## src/rtl/ctsch_pkg.sv

```systemverilog
// Package for the callback timer scheduler.
// Holds field widths, status and kind codes, the slot entry type and defaults.
// No dependencies.
package ctsch_pkg;

   // Field widths of the request and response words.
   localparam int KIND_W     = 2;
   localparam int TIME_W     = 64;
   localparam int PERIOD_W   = 32;
   localparam int TAG_W      = 32;
   localparam int HANDLE_W   = 4;
   localparam int STATUS_W   = 3;

   // Default sizes handed to the top level.
   localparam int SLOTS_DEFAULT          = 16;
   localparam int FIRES_PER_TICK_DEFAULT = 16;

   // Request kinds.
   localparam logic [KIND_W-1:0] KIND_ADD    = 2'd0;
   localparam logic [KIND_W-1:0] KIND_REMOVE = 2'd1;
   localparam logic [KIND_W-1:0] KIND_TICK   = 2'd2;

   // Response status codes.
   typedef enum logic [STATUS_W-1:0] {
      ST_ADDED   = 3'd0,
      ST_REMOVED = 3'd1,
      ST_INVALID = 3'd2,
      ST_FULL    = 3'd3,
      ST_FIRED   = 3'd4
   } status_type;

   // One timer slot as kept in the slot memory.
   typedef struct packed {
      logic                rpt;
      logic [PERIOD_W-1:0] period;
      logic [TIME_W-1:0]   deadline;
      logic [TAG_W-1:0]    tag;
   } entry_type;

endpackage

```

## src/rtl/ctsch_req_if.sv

```systemverilog
// Request channel of the callback timer scheduler: valid/ready plus the request word.
// Depends on ctsch_pkg for field widths.
interface ctsch_req_if;
   logic                             valid;
   logic                             ready;
   logic [ctsch_pkg::KIND_W-1:0]     kind;
   logic [ctsch_pkg::TIME_W-1:0]     now;
   logic [ctsch_pkg::PERIOD_W-1:0]   interval;
   logic                             repeat_req;
   logic [ctsch_pkg::TAG_W-1:0]      user_tag;
   logic [ctsch_pkg::HANDLE_W-1:0]   handle;

   modport source (output valid, kind, now, interval, repeat_req, user_tag, handle,
                   input ready);
   modport sink   (input valid, kind, now, interval, repeat_req, user_tag, handle,
                   output ready);
endinterface

```

## src/rtl/ctsch_rsp_if.sv

```systemverilog
// Response channel of the callback timer scheduler: valid/ready plus the response word.
// Depends on ctsch_pkg for field widths.
interface ctsch_rsp_if;
   logic                             valid;
   logic                             ready;
   logic [ctsch_pkg::STATUS_W-1:0]   status;
   logic [ctsch_pkg::HANDLE_W-1:0]   slot;
   logic [ctsch_pkg::TAG_W-1:0]      tag;
   logic                             last;

   modport source (output valid, status, slot, tag, last, input ready);
   modport sink   (input valid, status, slot, tag, last, output ready);
endinterface

```

## src/rtl/ctsch_alu.sv

```systemverilog
// Shared arithmetic unit: saturating 64-bit deadline adder and 64-bit less-than compare.
// Depends on ctsch_pkg.
module ctsch_alu (
   input  logic [ctsch_pkg::TIME_W-1:0]   add_a,
   input  logic [ctsch_pkg::PERIOD_W-1:0] add_b,
   output logic [ctsch_pkg::TIME_W-1:0]   sum,
   input  logic [ctsch_pkg::TIME_W-1:0]   cmp_a,
   input  logic [ctsch_pkg::TIME_W-1:0]   cmp_b,
   output logic                           less
);
   import ctsch_pkg::*;

   logic [TIME_W:0] full_sum;

   // A carry out means the deadline passed the top of the time range: pin it there.
   assign full_sum = {1'b0, add_a} + {{(TIME_W - PERIOD_W + 1){1'b0}}, add_b};
   assign sum      = full_sum[TIME_W] ? {TIME_W{1'b1}} : full_sum[TIME_W-1:0];

   // Unsigned compare used by the deadline scan.
   assign less = cmp_a < cmp_b;
endmodule

```

## src/rtl/ctsch_store.sv

```systemverilog
// Slot memory of the callback timer scheduler: one write port, one registered read port.
// Depends on ctsch_pkg for the entry type.
module ctsch_store #(
   parameter int SLOTS = ctsch_pkg::SLOTS_DEFAULT
) (
   input  logic                          clock,
   input  logic                          wr_en,
   input  logic [$clog2(SLOTS)-1:0]      wr_addr,
   input  ctsch_pkg::entry_type          wr_data,
   input  logic [$clog2(SLOTS)-1:0]      rd_addr,
   output ctsch_pkg::entry_type          rd_data
);
   import ctsch_pkg::*;

   entry_type mem [SLOTS];

   // Write and registered read; slots that were never written can also be read.
   always_ff @(posedge clock) begin
      if (wr_en) begin
         mem[wr_addr] <= wr_data;
      end
      rd_data <= mem[rd_addr];
   end
endmodule

```

## src/rtl/callback_timer_scheduler.sv

```systemverilog
// Callback timer scheduler: a table of SLOTS timers. An add word takes the lowest free
// slot (one live bit checked per cycle) and answers with its handle or with table full.
// A remove word answers with the tag or invalid handle. A tick word fires expired timers
// earliest deadline first, lowest slot on ties, at most FIRES_PER_TICK of them; every
// fire costs one pass over the slot memory through the single read port and the shared
// 64-bit comparator. Below the cap a last pass finds nothing left. The held fire goes
// out as the final word; a tick that fires nothing sends no word. A stalled response
// channel holds the add, remove or tick until the output register is free.
// The request side is ready only between words; a finished response waits in the output
// register while the next word is taken.
module callback_timer_scheduler #(
   parameter int SLOTS          = ctsch_pkg::SLOTS_DEFAULT,
   parameter int FIRES_PER_TICK = ctsch_pkg::FIRES_PER_TICK_DEFAULT
) (
   input  logic        clock,
   input  logic        reset,
   ctsch_req_if.sink   req_chan,
   ctsch_rsp_if.source rsp_chan
);
   import ctsch_pkg::*;

   localparam int SLOT_W = $clog2(SLOTS);
   localparam int CNT_W  = $clog2(FIRES_PER_TICK + 1);
   localparam logic [SLOT_W-1:0] LAST_IDX = SLOT_W'(SLOTS - 1);
   localparam logic [CNT_W-1:0]  LAST_FIRE = CNT_W'(FIRES_PER_TICK - 1);

   typedef enum logic [3:0] {
      S_IDLE,
      S_ADD_FIND,
      S_ADD_WRITE,
      S_RM_READ,
      S_RM_RESP,
      S_TICK_SCAN,
      S_TICK_DRAIN,
      S_TICK_DECIDE,
      S_TICK_FLUSH
   } state_type;

   state_type             state_ff, state_in;
   logic [SLOTS-1:0]      live_ff, live_in;
   logic [SLOT_W-1:0]     idx_ff, idx_in;
   logic [TIME_W-1:0]     now_ff, now_in;
   logic [PERIOD_W-1:0]   interval_ff, interval_in;
   logic                  rpt_ff, rpt_in;
   logic [TAG_W-1:0]      tag_ff, tag_in;
   logic [HANDLE_W-1:0]   handle_ff, handle_in;
   logic                  rm_ok_ff, rm_ok_in;
   logic [TIME_W-1:0]     limit_ff, limit_in;
   logic                  best_found_ff, best_found_in;
   logic [SLOT_W-1:0]     best_idx_ff, best_idx_in;
   entry_type             best_ff, best_in;
   logic                  cmp_valid_ff, cmp_valid_in;
   logic [SLOT_W-1:0]     cmp_idx_ff, cmp_idx_in;
   logic                  pend_valid_ff, pend_valid_in;
   logic [SLOT_W-1:0]     pend_slot_ff, pend_slot_in;
   logic [TAG_W-1:0]      pend_tag_ff, pend_tag_in;
   logic [CNT_W-1:0]      fire_cnt_ff, fire_cnt_in;
   logic                  rsp_valid_ff, rsp_valid_in;
   status_type            rsp_status_ff, rsp_status_in;
   logic [HANDLE_W-1:0]   rsp_slot_ff, rsp_slot_in;
   logic [TAG_W-1:0]      rsp_tag_ff, rsp_tag_in;
   logic                  rsp_last_ff, rsp_last_in;

   logic                  out_free;
   logic [SLOT_W-1:0]     req_idx;
   logic [SLOT_W-1:0]     handle_idx;
   logic                  mem_we;
   logic [SLOT_W-1:0]     mem_waddr;
   entry_type             mem_wdata;
   logic [SLOT_W-1:0]     mem_raddr;
   entry_type             mem_rdata;
   logic [TIME_W-1:0]     add_a;
   logic [PERIOD_W-1:0]   add_b;
   logic [TIME_W-1:0]     add_sum;
   logic                  dl_less;
   logic                  cand;

   // Slot memory and the shared adder/comparator.
   ctsch_store #(.SLOTS(SLOTS)) u_store (
      .clock   (clock),
      .wr_en   (mem_we),
      .wr_addr (mem_waddr),
      .wr_data (mem_wdata),
      .rd_addr (mem_raddr),
      .rd_data (mem_rdata)
   );

   ctsch_alu u_alu (
      .add_a (add_a),
      .add_b (add_b),
      .sum   (add_sum),
      .cmp_a (mem_rdata.deadline),
      .cmp_b (limit_ff),
      .less  (dl_less)
   );

   // Adder operands: arming a new timer or rearming the one that just fired.
   assign add_a = (state_ff == S_ADD_WRITE) ? now_ff : best_ff.deadline;
   assign add_b = (state_ff == S_ADD_WRITE) ? interval_ff : best_ff.period;

   assign req_idx    = SLOT_W'(req_chan.handle);
   assign handle_idx = SLOT_W'(handle_ff);
   assign out_free   = !rsp_valid_ff || rsp_chan.ready;

   // A scanned slot beats the current best when it is live and strictly earlier than
   // the limit, which is the tick time until a best is found and its deadline after.
   assign cand = cmp_valid_ff && live_ff[cmp_idx_ff] && dl_less;

   // Sequencer next-state logic.
   always_comb begin
      state_in      = state_ff;
      live_in       = live_ff;
      idx_in        = idx_ff;
      now_in        = now_ff;
      interval_in   = interval_ff;
      rpt_in        = rpt_ff;
      tag_in        = tag_ff;
      handle_in     = handle_ff;
      rm_ok_in      = rm_ok_ff;
      limit_in      = limit_ff;
      best_found_in = best_found_ff;
      best_idx_in   = best_idx_ff;
      best_in       = best_ff;
      cmp_valid_in  = 1'b0;
      cmp_idx_in    = idx_ff;
      pend_valid_in = pend_valid_ff;
      pend_slot_in  = pend_slot_ff;
      pend_tag_in   = pend_tag_ff;
      fire_cnt_in   = fire_cnt_ff;
      rsp_valid_in  = rsp_valid_ff && !rsp_chan.ready;
      rsp_status_in = rsp_status_ff;
      rsp_slot_in   = rsp_slot_ff;
      rsp_tag_in    = rsp_tag_ff;
      rsp_last_in   = rsp_last_ff;
      mem_we        = 1'b0;
      mem_waddr     = idx_ff;
      mem_wdata     = best_ff;
      mem_raddr     = idx_ff;

      // Compare stage of the scan, one slot per cycle.
      if (cand) begin
         best_found_in = 1'b1;
         best_idx_in   = cmp_idx_ff;
         best_in       = mem_rdata;
         limit_in      = mem_rdata.deadline;
      end

      case (state_ff)
         S_IDLE: begin
            if (req_chan.valid) begin
               now_in      = req_chan.now;
               interval_in = (req_chan.interval == '0) ? PERIOD_W'(1) : req_chan.interval;
               rpt_in      = req_chan.repeat_req;
               tag_in      = req_chan.user_tag;
               handle_in   = req_chan.handle;
               idx_in      = '0;
               case (req_chan.kind)
                  KIND_ADD: begin
                     state_in = S_ADD_FIND;
                  end
                  KIND_REMOVE: begin
                     rm_ok_in = (32'(req_chan.handle) < SLOTS) && live_ff[req_idx];
                     state_in = S_RM_READ;
                  end
                  KIND_TICK: begin
                     limit_in      = req_chan.now;
                     best_found_in = 1'b0;
                     pend_valid_in = 1'b0;
                     fire_cnt_in   = '0;
                     state_in      = S_TICK_SCAN;
                  end
                  default: begin
                     state_in = S_IDLE;
                  end
               endcase
            end
         end

         // Look for the lowest free slot.
         S_ADD_FIND: begin
            if (!live_ff[idx_ff]) begin
               state_in = S_ADD_WRITE;
            end else if (idx_ff == LAST_IDX) begin
               if (out_free) begin
                  rsp_valid_in  = 1'b1;
                  rsp_status_in = ST_FULL;
                  rsp_slot_in   = '0;
                  rsp_tag_in    = '0;
                  rsp_last_in   = 1'b1;
                  state_in      = S_IDLE;
               end
            end else begin
               idx_in = idx_ff + SLOT_W'(1);
            end
         end

         // Arm the free slot and report its handle.
         S_ADD_WRITE: begin
            if (out_free) begin
               mem_we             = 1'b1;
               mem_waddr          = idx_ff;
               mem_wdata.rpt      = rpt_ff;
               mem_wdata.period   = interval_ff;
               mem_wdata.deadline = add_sum;
               mem_wdata.tag      = tag_ff;
               live_in[idx_ff]    = 1'b1;
               rsp_valid_in       = 1'b1;
               rsp_status_in      = ST_ADDED;
               rsp_slot_in        = HANDLE_W'(idx_ff);
               rsp_tag_in         = tag_ff;
               rsp_last_in        = 1'b1;
               state_in           = S_IDLE;
            end
         end

         S_RM_READ: begin
            mem_raddr = handle_idx;
            state_in  = S_RM_RESP;
         end

         // Keep the read address on the handle so the tag holds while the output waits.
         S_RM_RESP: begin
            mem_raddr = handle_idx;
            if (out_free) begin
               rsp_valid_in = 1'b1;
               rsp_slot_in  = handle_ff;
               rsp_last_in  = 1'b1;
               if (rm_ok_ff) begin
                  live_in[handle_idx] = 1'b0;
                  rsp_status_in       = ST_REMOVED;
                  rsp_tag_in          = mem_rdata.tag;
               end else begin
                  rsp_status_in = ST_INVALID;
                  rsp_tag_in    = '0;
               end
               state_in = S_IDLE;
            end
         end

         // Issue one slot read per cycle into the compare stage.
         S_TICK_SCAN: begin
            cmp_valid_in = 1'b1;
            cmp_idx_in   = idx_ff;
            if (idx_ff == LAST_IDX) begin
               state_in = S_TICK_DRAIN;
            end else begin
               idx_in = idx_ff + SLOT_W'(1);
            end
         end

         S_TICK_DRAIN: begin
            state_in = S_TICK_DECIDE;
         end

         // Fire the earliest expired timer if one was found; the previous fire goes out as a non-final word.
         S_TICK_DECIDE: begin
            if (!best_found_ff) begin
               state_in = S_TICK_FLUSH;
            end else if (!pend_valid_ff || out_free) begin
               if (pend_valid_ff) begin
                  rsp_valid_in  = 1'b1;
                  rsp_status_in = ST_FIRED;
                  rsp_slot_in   = HANDLE_W'(pend_slot_ff);
                  rsp_tag_in    = pend_tag_ff;
                  rsp_last_in   = 1'b0;
               end
               pend_valid_in = 1'b1;
               pend_slot_in  = best_idx_ff;
               pend_tag_in   = best_ff.tag;
               if (best_ff.rpt) begin
                  mem_we             = 1'b1;
                  mem_waddr          = best_idx_ff;
                  mem_wdata          = best_ff;
                  mem_wdata.deadline = add_sum;
               end else begin
                  live_in[best_idx_ff] = 1'b0;
               end
               fire_cnt_in   = fire_cnt_ff + CNT_W'(1);
               best_found_in = 1'b0;
               limit_in      = now_ff;
               idx_in        = '0;
               state_in      = (fire_cnt_ff == LAST_FIRE) ? S_TICK_FLUSH : S_TICK_SCAN;
            end
         end

         // Send the held fire, if there is one, as the final word of the tick.
         S_TICK_FLUSH: begin
            if (!pend_valid_ff) begin
               state_in = S_IDLE;
            end else if (out_free) begin
               rsp_valid_in  = 1'b1;
               rsp_status_in = ST_FIRED;
               rsp_slot_in   = HANDLE_W'(pend_slot_ff);
               rsp_tag_in    = pend_tag_ff;
               rsp_last_in   = 1'b1;
               pend_valid_in = 1'b0;
               state_in      = S_IDLE;
            end
         end

         default: begin
            state_in = S_IDLE;
         end
      endcase
   end

   // State, control and payload registers.
   always_ff @(posedge clock) begin
      idx_ff        <= idx_in;
      now_ff        <= now_in;
      interval_ff   <= interval_in;
      rpt_ff        <= rpt_in;
      tag_ff        <= tag_in;
      handle_ff     <= handle_in;
      rm_ok_ff      <= rm_ok_in;
      limit_ff      <= limit_in;
      best_idx_ff   <= best_idx_in;
      best_ff       <= best_in;
      cmp_idx_ff    <= cmp_idx_in;
      pend_slot_ff  <= pend_slot_in;
      pend_tag_ff   <= pend_tag_in;
      rsp_status_ff <= rsp_status_in;
      rsp_slot_ff   <= rsp_slot_in;
      rsp_tag_ff    <= rsp_tag_in;
      rsp_last_ff   <= rsp_last_in;
      if (reset) begin
         state_ff      <= S_IDLE;
         live_ff       <= '0;
         best_found_ff <= 1'b0;
         cmp_valid_ff  <= 1'b0;
         pend_valid_ff <= 1'b0;
         fire_cnt_ff   <= '0;
         rsp_valid_ff  <= 1'b0;
      end else begin
         state_ff      <= state_in;
         live_ff       <= live_in;
         best_found_ff <= best_found_in;
         cmp_valid_ff  <= cmp_valid_in;
         pend_valid_ff <= pend_valid_in;
         fire_cnt_ff   <= fire_cnt_in;
         rsp_valid_ff  <= rsp_valid_in;
      end
   end

   // Channel outputs.
   assign req_chan.ready  = (state_ff == S_IDLE);
   assign rsp_chan.valid  = rsp_valid_ff;
   assign rsp_chan.status = rsp_status_ff;
   assign rsp_chan.slot   = rsp_slot_ff;
   assign rsp_chan.tag    = rsp_tag_ff;
   assign rsp_chan.last   = rsp_last_ff;

   // A tick never fires more timers than the cap.
   a_fire_cap: assert property (@(posedge clock) disable iff (reset)
      32'(fire_cnt_ff) <= FIRES_PER_TICK)
      else $error("fire count passed the per-tick cap");

   // An add only ever arms a slot that is free.
   a_add_free: assert property (@(posedge clock) disable iff (reset)
      (state_ff == S_ADD_WRITE) |-> !live_ff[idx_ff])
      else $error("add is about to overwrite a live slot");

   // No fire is left held once the block takes a new word.
   a_pend_idle: assert property (@(posedge clock) disable iff (reset)
      req_chan.ready |-> !pend_valid_ff)
      else $error("held fire left behind at end of tick");

   // The scan limit tracks the deadline of the best candidate.
   a_best_limit: assert property (@(posedge clock) disable iff (reset)
      best_found_ff |-> (best_ff.deadline == limit_ff))
      else $error("scan limit does not match best deadline");
endmodule
```

## src/flat_wrapper.sv

```systemverilog
// flat-port wrapper written by rule: the top's interface ports become plain ports
module callback_timer_scheduler_flat import ctsch_pkg::*;
#(
   parameter int SLOTS          = ctsch_pkg::SLOTS_DEFAULT,
   parameter int FIRES_PER_TICK = ctsch_pkg::FIRES_PER_TICK_DEFAULT
)
  (clock, reset, req_chan_valid, req_chan_kind, req_chan_now, req_chan_interval, req_chan_repeat_req, req_chan_user_tag, req_chan_handle, req_chan_ready, rsp_chan_valid, rsp_chan_status, rsp_chan_slot, rsp_chan_tag, rsp_chan_last, rsp_chan_ready);
  ctsch_req_if req_chan_i ();
  ctsch_rsp_if rsp_chan_i ();
  input  logic clock;
  input  logic reset;
  input wire logic [$bits(req_chan_i.valid)-1:0] req_chan_valid;
  input wire logic [$bits(req_chan_i.kind)-1:0] req_chan_kind;
  input wire logic [$bits(req_chan_i.now)-1:0] req_chan_now;
  input wire logic [$bits(req_chan_i.interval)-1:0] req_chan_interval;
  input wire logic [$bits(req_chan_i.repeat_req)-1:0] req_chan_repeat_req;
  input wire logic [$bits(req_chan_i.user_tag)-1:0] req_chan_user_tag;
  input wire logic [$bits(req_chan_i.handle)-1:0] req_chan_handle;
  output wire logic [$bits(req_chan_i.ready)-1:0] req_chan_ready;
  output wire logic [$bits(rsp_chan_i.valid)-1:0] rsp_chan_valid;
  output wire logic [$bits(rsp_chan_i.status)-1:0] rsp_chan_status;
  output wire logic [$bits(rsp_chan_i.slot)-1:0] rsp_chan_slot;
  output wire logic [$bits(rsp_chan_i.tag)-1:0] rsp_chan_tag;
  output wire logic [$bits(rsp_chan_i.last)-1:0] rsp_chan_last;
  input wire logic [$bits(rsp_chan_i.ready)-1:0] rsp_chan_ready;
  assign req_chan_i.valid = req_chan_valid;
  assign req_chan_i.kind = req_chan_kind;
  assign req_chan_i.now = req_chan_now;
  assign req_chan_i.interval = req_chan_interval;
  assign req_chan_i.repeat_req = req_chan_repeat_req;
  assign req_chan_i.user_tag = req_chan_user_tag;
  assign req_chan_i.handle = req_chan_handle;
  assign req_chan_ready = req_chan_i.ready;
  assign rsp_chan_valid = rsp_chan_i.valid;
  assign rsp_chan_status = rsp_chan_i.status;
  assign rsp_chan_slot = rsp_chan_i.slot;
  assign rsp_chan_tag = rsp_chan_i.tag;
  assign rsp_chan_last = rsp_chan_i.last;
  assign rsp_chan_i.ready = rsp_chan_ready;
  callback_timer_scheduler #(.SLOTS(SLOTS), .FIRES_PER_TICK(FIRES_PER_TICK)) u_core (.clock(clock), .reset(reset), .req_chan(req_chan_i), .rsp_chan(rsp_chan_i));
endmodule
```

## config.mk

```make
export PLATFORM = sky130hd
export DESIGN_NAME = callback_timer_scheduler_flat
export DESIGN_NICKNAME = d
export VERILOG_FILES = /design/src/rtl/ctsch_pkg.sv /design/src/rtl/ctsch_req_if.sv /design/src/rtl/ctsch_rsp_if.sv /design/src/rtl/ctsch_alu.sv /design/src/rtl/ctsch_store.sv /design/src/rtl/callback_timer_scheduler.sv /design/src/flat_wrapper.sv
export SDC_FILE = /design/constraint.sdc
export NUM_CORES = 2
export LEC_CHECK = 0
export BUFFER_PORTS_ARGS = -buffer_cell sky130_fd_sc_hd__buf_2
export CORE_MARGIN = 2
export CORE_UTILIZATION = 65
export DETAILED_ROUTE_END_ITERATION = 12
export GPL_TIMING_DRIVEN = 0
export PLACE_DENSITY = 0.81
export SYNTH_ARGS = -nofsm -noshare
export SYNTH_HDL_FRONTEND = slang
export SYNTH_SLANG_ARGS = --single-unit
```

## constraint.sdc

```tcl
create_clock -name clock -period 29.1 [get_ports clock]
set_clock_uncertainty 0.15 [all_clocks]
set_input_delay 5.82 -clock clock [delete_from_list [all_inputs] [get_ports clock]]
set_output_delay 5.82 -clock clock [all_outputs]
set_load 0.01 [all_outputs]
```

==> Yosys cells after proc, flatten, opt, wreduce, memory -nomap -nowiden <==
Memories as Yosys holds them, arrays and structs flattened. A register that Yosys moved wholly into a read port is not among the register bits.
Index checks and enable logic that the tools add are counted.
{ "classes": {"n_addsub": 3, "order_cmp": 9, "n_eq_ne": 29, "muxes": 132, "bitwise_logic": 5, "n_reduce_logical": 32} }
{ "op_table": {"columns": ["cell", "count"], "rows": [
  ["two-way mux 129 bit", 4],
  ["two-way mux 64 bit", 7],
  ["two-way mux 32 bit", 12],
  ["one-hot mux 129 bit (2 select lines)", 1],
  ["one-hot mux 32 bit (5 select lines)", 1],
  ["one-hot mux 64 bit (2 select lines)", 1],
  ["two-way mux 4 bit", 29],
  ["two-way mux 16 bit", 6],
  ["adder 64 x 32 -> 65 bit", 1],
  ["less-than comparator 64 bit", 1],
  ["one-hot mux 16 bit (3 select lines)", 1],
  ["two-way mux 1 bit", 38],
  ["AND 16 bit", 2],
  ["logical NOT 32 bit", 1],
  ["NOT 16 bit", 2],
  ["one-hot mux 4 bit (8 select lines)", 1],
  ["two-way mux 3 bit", 10],
  ["inequality test 2 x 1 -> 1 bit (second input constant)", 13],
  ["less-than comparator 4 x 5 -> 1 bit (second input constant)", 5],
  ["two-way mux 5 bit", 4],
  ["one-hot mux 4 bit (5 select lines)", 1],
  ["== test 4 x 3 -> 1 bit (second input constant)", 4],
  ["bitwise OR 16 bit", 1],
  ["one-hot mux 4 bit (4 select lines)", 1],
  ["36 further kinds", 63]
]} }
{ "totals": {"reg_bits": 444, "ram_bits": 2064, "wordCells": 238, "n_memories": 1} }
{ "mem_list": {"columns": ["memory", "depth", "width", "read_ports", "rd_ports_with_merged_regs", "write_ports", "line_no", "rtl"], "rows": [
  ["u_core.u_store.mem", 16, 129, 1, 1, 1, "ctsch_store.sv:15", "entry_type mem [SLOTS];"]
]} }

==> Logic depth before layout (Yosys ltp) <==
{ "logic_depth": {"word_depth": 10, "depth_mapped": 21, "mapped_depth_nobuf": 14} }

==> By module <==
Synthesis repeated with hierarchy kept, for this count alone.
{ "unflattened": {"cells_unflattened": 5989, "area_unflattened_um2": 105617.5} }
{ "modules_own_cells": {"columns": ["mod", "n_inst", "cells_per_inst", "area_per_inst_um2", "seq_area_each_um2"], "rows": [
  ["ctsch_store", 1, 3370, 80262.0, 64561.9],
  ["callback_timer_scheduler", 1, 1924, 20787.4, 12361.9],
  ["ctsch_alu", 1, 695, 4568.1, 0.0]
]} }

==> Worst setup path before layout <==
Ideal clock, no wire load.
{ "synth_path": {"path_kind": "input port to flip-flop", "startpoint": "input rsp_chan_ready", "endpoint": "memory u_core.u_store.mem[8][0] (netlist name), enable pin", "arrival_ns": 12.523, "required_time_ns": 28.331, "path_slack_ns": 15.808, "path_stages": 9, "path_cell_list": "nor2b_1 > clkbuf_1 > o21ai_0 > and3_1 > buf_2 > buf_1 > nor3b_1 > a21oi_1 > nor2_1"} }
{ "synth_between": {"elab_chain_cells": 7, "elab_cells_between_ends": 11, "classes_between": "9 x mux; 2 x reduce/logical"} }
{ "synth_lines": {"columns": ["element", "line_no", "rtl"], "rows": [
  ["from (decl)", "flat_wrapper.sv:25", "input wire logic [$bits(rsp_chan_i.ready)-1:0] rsp_chan_ready;"],
  ["logical OR 1 bit *", "callback_timer_scheduler.sv:103", "assign out_free = !rsp_valid_ff || rsp_chan.ready;"],
  ["logical OR 1 bit", "callback_timer_scheduler.sv:259", "end else if (!pend_valid_ff || out_free) begin"],
  ["two-way mux 1 bit", "callback_timer_scheduler.sv:259", null],
  ["two-way mux 1 bit", "callback_timer_scheduler.sv:257", "if (!best_found_ff) begin"],
  ["one-hot mux 1 bit (2 select lines)", "callback_timer_scheduler.sv:148", "case (state_ff)"],
  ["two-way mux 1 bit", "ctsch_store.sv:19", "if (wr_en) begin"],
  ["two-way mux 1 bit (implied by the code)", "ctsch_store.sv:20", "mem[wr_addr] <= wr_data;"],
  ["to (decl)", "ctsch_store.sv:15", null]
]} }
Mark *: on every way between the ends. The rest lies on a longest branch, timed or not.

==> results.sh <==
export IMPL_r2r_end="u_core.u_store.mem[4][49]"
export IMPL_synth_distinct_cells=87
export IMPL_min_path_type="register to register"
export IMPL_slowest_delay_ns=1.35
export IMPL_min_period_over_period_pct=40.49
export IMPL_peakVddDrop_v=0.00008156
export IMPL_clock_path_buffers=3
export IMPL_synth_edf_count=2411
export IMPL_layout_nets=6926
export IMPL_drive_gt1_share_pct=19.68
export IMPL_htree_levels=4
export IMPL_violations="capacitance limit, slew limit"
export IMPL_drt_iter0_drc=12090
export IMPL_gr_total_overflow=0
export IMPL_grt_start_max_net_pins=82
export IMPL_path_cells="or4b_1 -> buf_4 -> buf_6 -> clkbuf_1 -> clkbuf_1 -> buf_1 -> clkbuf_1 -> clkbuf_1 -> nand2_1 -> nand2_1 -> ha_1 -> o211ai_1 -> o211ai_1 -> a41oi_1 -> o21ai_2 -> o21ai_0 -> nor3_1 -> nand3_1 -> a31oi_1"
export IMPL_async_flop_share_pct=0
export IMPL_numCtsBuffers=240
export IMPL_clkLatencyLatePin_ns=0.94
export IMPL_r2r_start="u_core.state_ff[0]"
export IMPL_setup_viol=0
export IMPL_core_area_um2=160900
export IMPL_outcome="finished with violations"
export IMPL_num_vias=67050
export IMPL_syn_to_final_growth_pct=13.54
export IMPL_total_power_mw=13.54
export IMPL_dieHeight_um=407.0
export IMPL_r2r_slack_ns=17.32
export IMPL_end_kind="register"
export IMPL_routed_via_density=7.383
export IMPL_place_congestion=1.017
export IMPL_grt_antenna_before_repair=24
export IMPL_port_buffers=179
export IMPL_layout_commonest_cell="edfxtp_1"
export IMPL_detail_route_wl_per_cell_um=37.37
export IMPL_slew_violations=55
export IMPL_fin_crit_ns=11.78
export IMPL_dieArea_um2=165700
export IMPL_path_class="register to register"
export IMPL_worstHoldStart="u_core.u_store.rd_data[120]"
export IMPL_syn_nets=6395
export IMPL_hold_end="u_core.best_ff[120]"
export IMPL_start_util_pct=65.60
export IMPL_holdPathStages=0
export IMPL_leakage_nw=40.48
export IMPL_first_global_vias=65720
export IMPL_dp_hpwl_um=212800
export IMPL_syn_area_um2=105600
export IMPL_max_freq_ghz=0.08488
export IMPL_synth_area_per_cell_um2=17.15
export IMPL_drc=0
export IMPL_cts_sinks=2637
export IMPL_startpoint_type="register"
export IMPL_die_w_um=407.0
export IMPL_postCtsSetupRepairBufs=0
export IMPL_rows=147
export IMPL_cts_resized=0
export IMPL_critPathSlowestCell="a31oi_1"
export IMPL_arrival_ns=12.13
export IMPL_yosysSeqAreaShare_pct=72.87
export IMPL_cts_hold_buf=0
export IMPL_cap_violations=7
export IMPL_final_setup_tns_ns=0
export IMPL_yosysWarnings=0
export IMPL_netlist_instances=6154
export IMPL_max_slew_margin_pct=-9.117
export IMPL_ys_seq_elements=2637
export IMPL_final_cell_mix="edfxtp_1, nand2_1, mux4_2, clkbuf_1, buf_2"
export IMPL_cts_root_buffer="clkbuf_16"
export IMPL_rr_worst_depth=19
export IMPL_drtAntennaViolNets=0
export IMPL_cts_tree="built"
export IMPL_rsz0062_at_grt="false"
export IMPL_first_pass_iters=9
export IMPL_finalHoldViolations=0
export IMPL_io_pin_count=181
export IMPL_cts_clk_slew_worst_paths_ns=0.07
export IMPL_nFillCells=8641
export IMPL_required_ns=29.45
export IMPL_crit_path_max_fanout=16
export IMPL_drt_wl_total_um=339400
export IMPL_grt_total_usage_pct=41.32
export IMPL_grt_first_pass_wirelength_um=474200
export IMPL_synth_flop_cell="edfxtp_1"
export IMPL_powerDensity_nw_per_um2=113.0
export IMPL_tightestPinTransition_ns=1.637
export IMPL_crit_top_cell="clkbuf_1"
[state kept, by name, summed over array words and instances (netlist names), 3 cells and up]
name	count
u_core.cmp_idx_ff	4
u_core.pend_slot_ff	4
u_core.interval_ff	32
u_core.rsp_chan.tag	32
u_core.pend_tag_ff	32
u_core.now_ff	64
u_core.live_ff	16
u_core.best_ff	129
u_core.limit_ff	64
u_core.rsp_chan.slot	4
u_core.state_ff	4
u_core.tag_ff	32
u_core.u_store.mem	2064
u_core.handle_ff	4
u_core.fire_cnt_ff	5
u_core.cmp_idx_in	4
u_core.best_idx_ff	4
u_core.u_store.rd_data	129
u_core.rsp_chan.status	3
[logic make-up (layout without fill, tap and decap cells)]
kind of cell    after synthesis  in the layout  synth area share (%)
other cells                   0             21                     0
flops                      2637           2637                 72.87
xor+xnor                     40             40                0.3319
fa+ha+maj                   102            102                 1.216
mux                         560            560                 11.60
simple gates               1358           1358                 5.676
buf+inv                     490           1237                 1.857
compound gates              967            967                 6.451
[metrics by stage]
step | hold WS (ns) | util (%) | worst slack [ns] | cell area, um^2 | std cells
2_1_floorplan | 0.2355 | - | 15.81 | 105600 | 6154
3_3_place_gp | 0.2371 | 67.83 | 7.075 | 109200 | 8493
3_5_place_dp | 0.2387 | 69.35 | 17.38 | 111600 | 8602
4_1_cts | 0.2310 | 74.41 | 17.86 | 119800 | 9060
5_1_grt | 0.2587 | 74.45 | 17.56 | 119800 | 9061
6_report | 0.2302 | 74.48 | 17.32 | 119900 | 9082
[routing by layer]
metal | part of all wire (%) | GRT usage [%]
met2 | 45 | 61.45
met5 | 0.038 | 0
met3 | 15 | 12.01
met4 | 7.1 | 25.30
met1 | 33 | 54.63
[cell usage after synthesis, types with 17 or more instances]
cell	count	share of area (%)
a211oi_1	142	1.0
a21o_1	87	0.62
a21oi_1	175	0.83
a222oi_1	36	0.34
a22o_1	68	0.56
a2bb2oi_1	65	0.54
a31oi_1	165	0.98
and2_1	139	0.82
buf_1	46	0.16
buf_2	82	0.39
clkbuf_1	245	0.87
dfxtp_1	226	4.3
edfxtp_1	2411	69
ha_1	101	1.2
inv_1	114	0.41
mux2i_1	24	0.23
mux4_2	530	11
nand2_1	827	2.9
nand3_1	70	0.33
nand4_1	30	0.18
nor2_1	162	0.58
nor3_1	39	0.18
o211ai_1	17	0.12
o21ai_0	79	0.37
o22a_1	23	0.19
xnor2_1	23	0.19
xor2_1	17	0.14
[how the worst max path moves through the flow]
stage	start	to	cells after the start
2_1_floorplan	rsp_chan_ready	u_core.u_store.mem[8][0]	9
3_3_place_gp	rsp_chan_ready	u_core.u_store.mem[15][111]	10
3_5_place_dp	rsp_chan_ready	u_core.u_store.mem[5][113]	15
4_1_cts	u_core.state_ff[0]	u_core.u_store.mem[4][51]	19
5_1_grt	u_core.state_ff[0]	u_core.u_store.mem[13][76]	19
6_report	u_core.state_ff[0]	u_core.u_store.mem[4][49]	19
[power by group]
part           switching [mW]  total, mW  internal (mW)
Clock                    1.46       3.29           1.84
Combinational            3.37       5.19           1.82
Sequential              0.265       5.05           4.79
Total                    5.10       13.5           8.44
[cell type report]
type                    count  area (um^2)  share of cell area, %
diodes                     21        52.55                0.04384
well taps                2160         2703                  2.255
plain buffers             376         1550                  1.293
clock inverters           151         1632                  1.361
clock buffers             307         6510                  5.431
multi-input cells        3027        26900                  22.44
repair buffers            289         3159                  2.636
inverters                 114        435.4                 0.3633
flip-flops and latches   2637        76920                  64.18
[critical path, delay by kind of cell, from the launching register on]
family / cells / cell delay [ns]
buffers and inverters: 7 / 4.91
AOI/OAI and AO/OA: 6 / 3.06
and+or+nand+nor: 5 / 2.50
DFF: 1 / 0.44
adders and majority gates: 1 / 0.29
No activity file was read; power rests on OpenSTA's default activity.
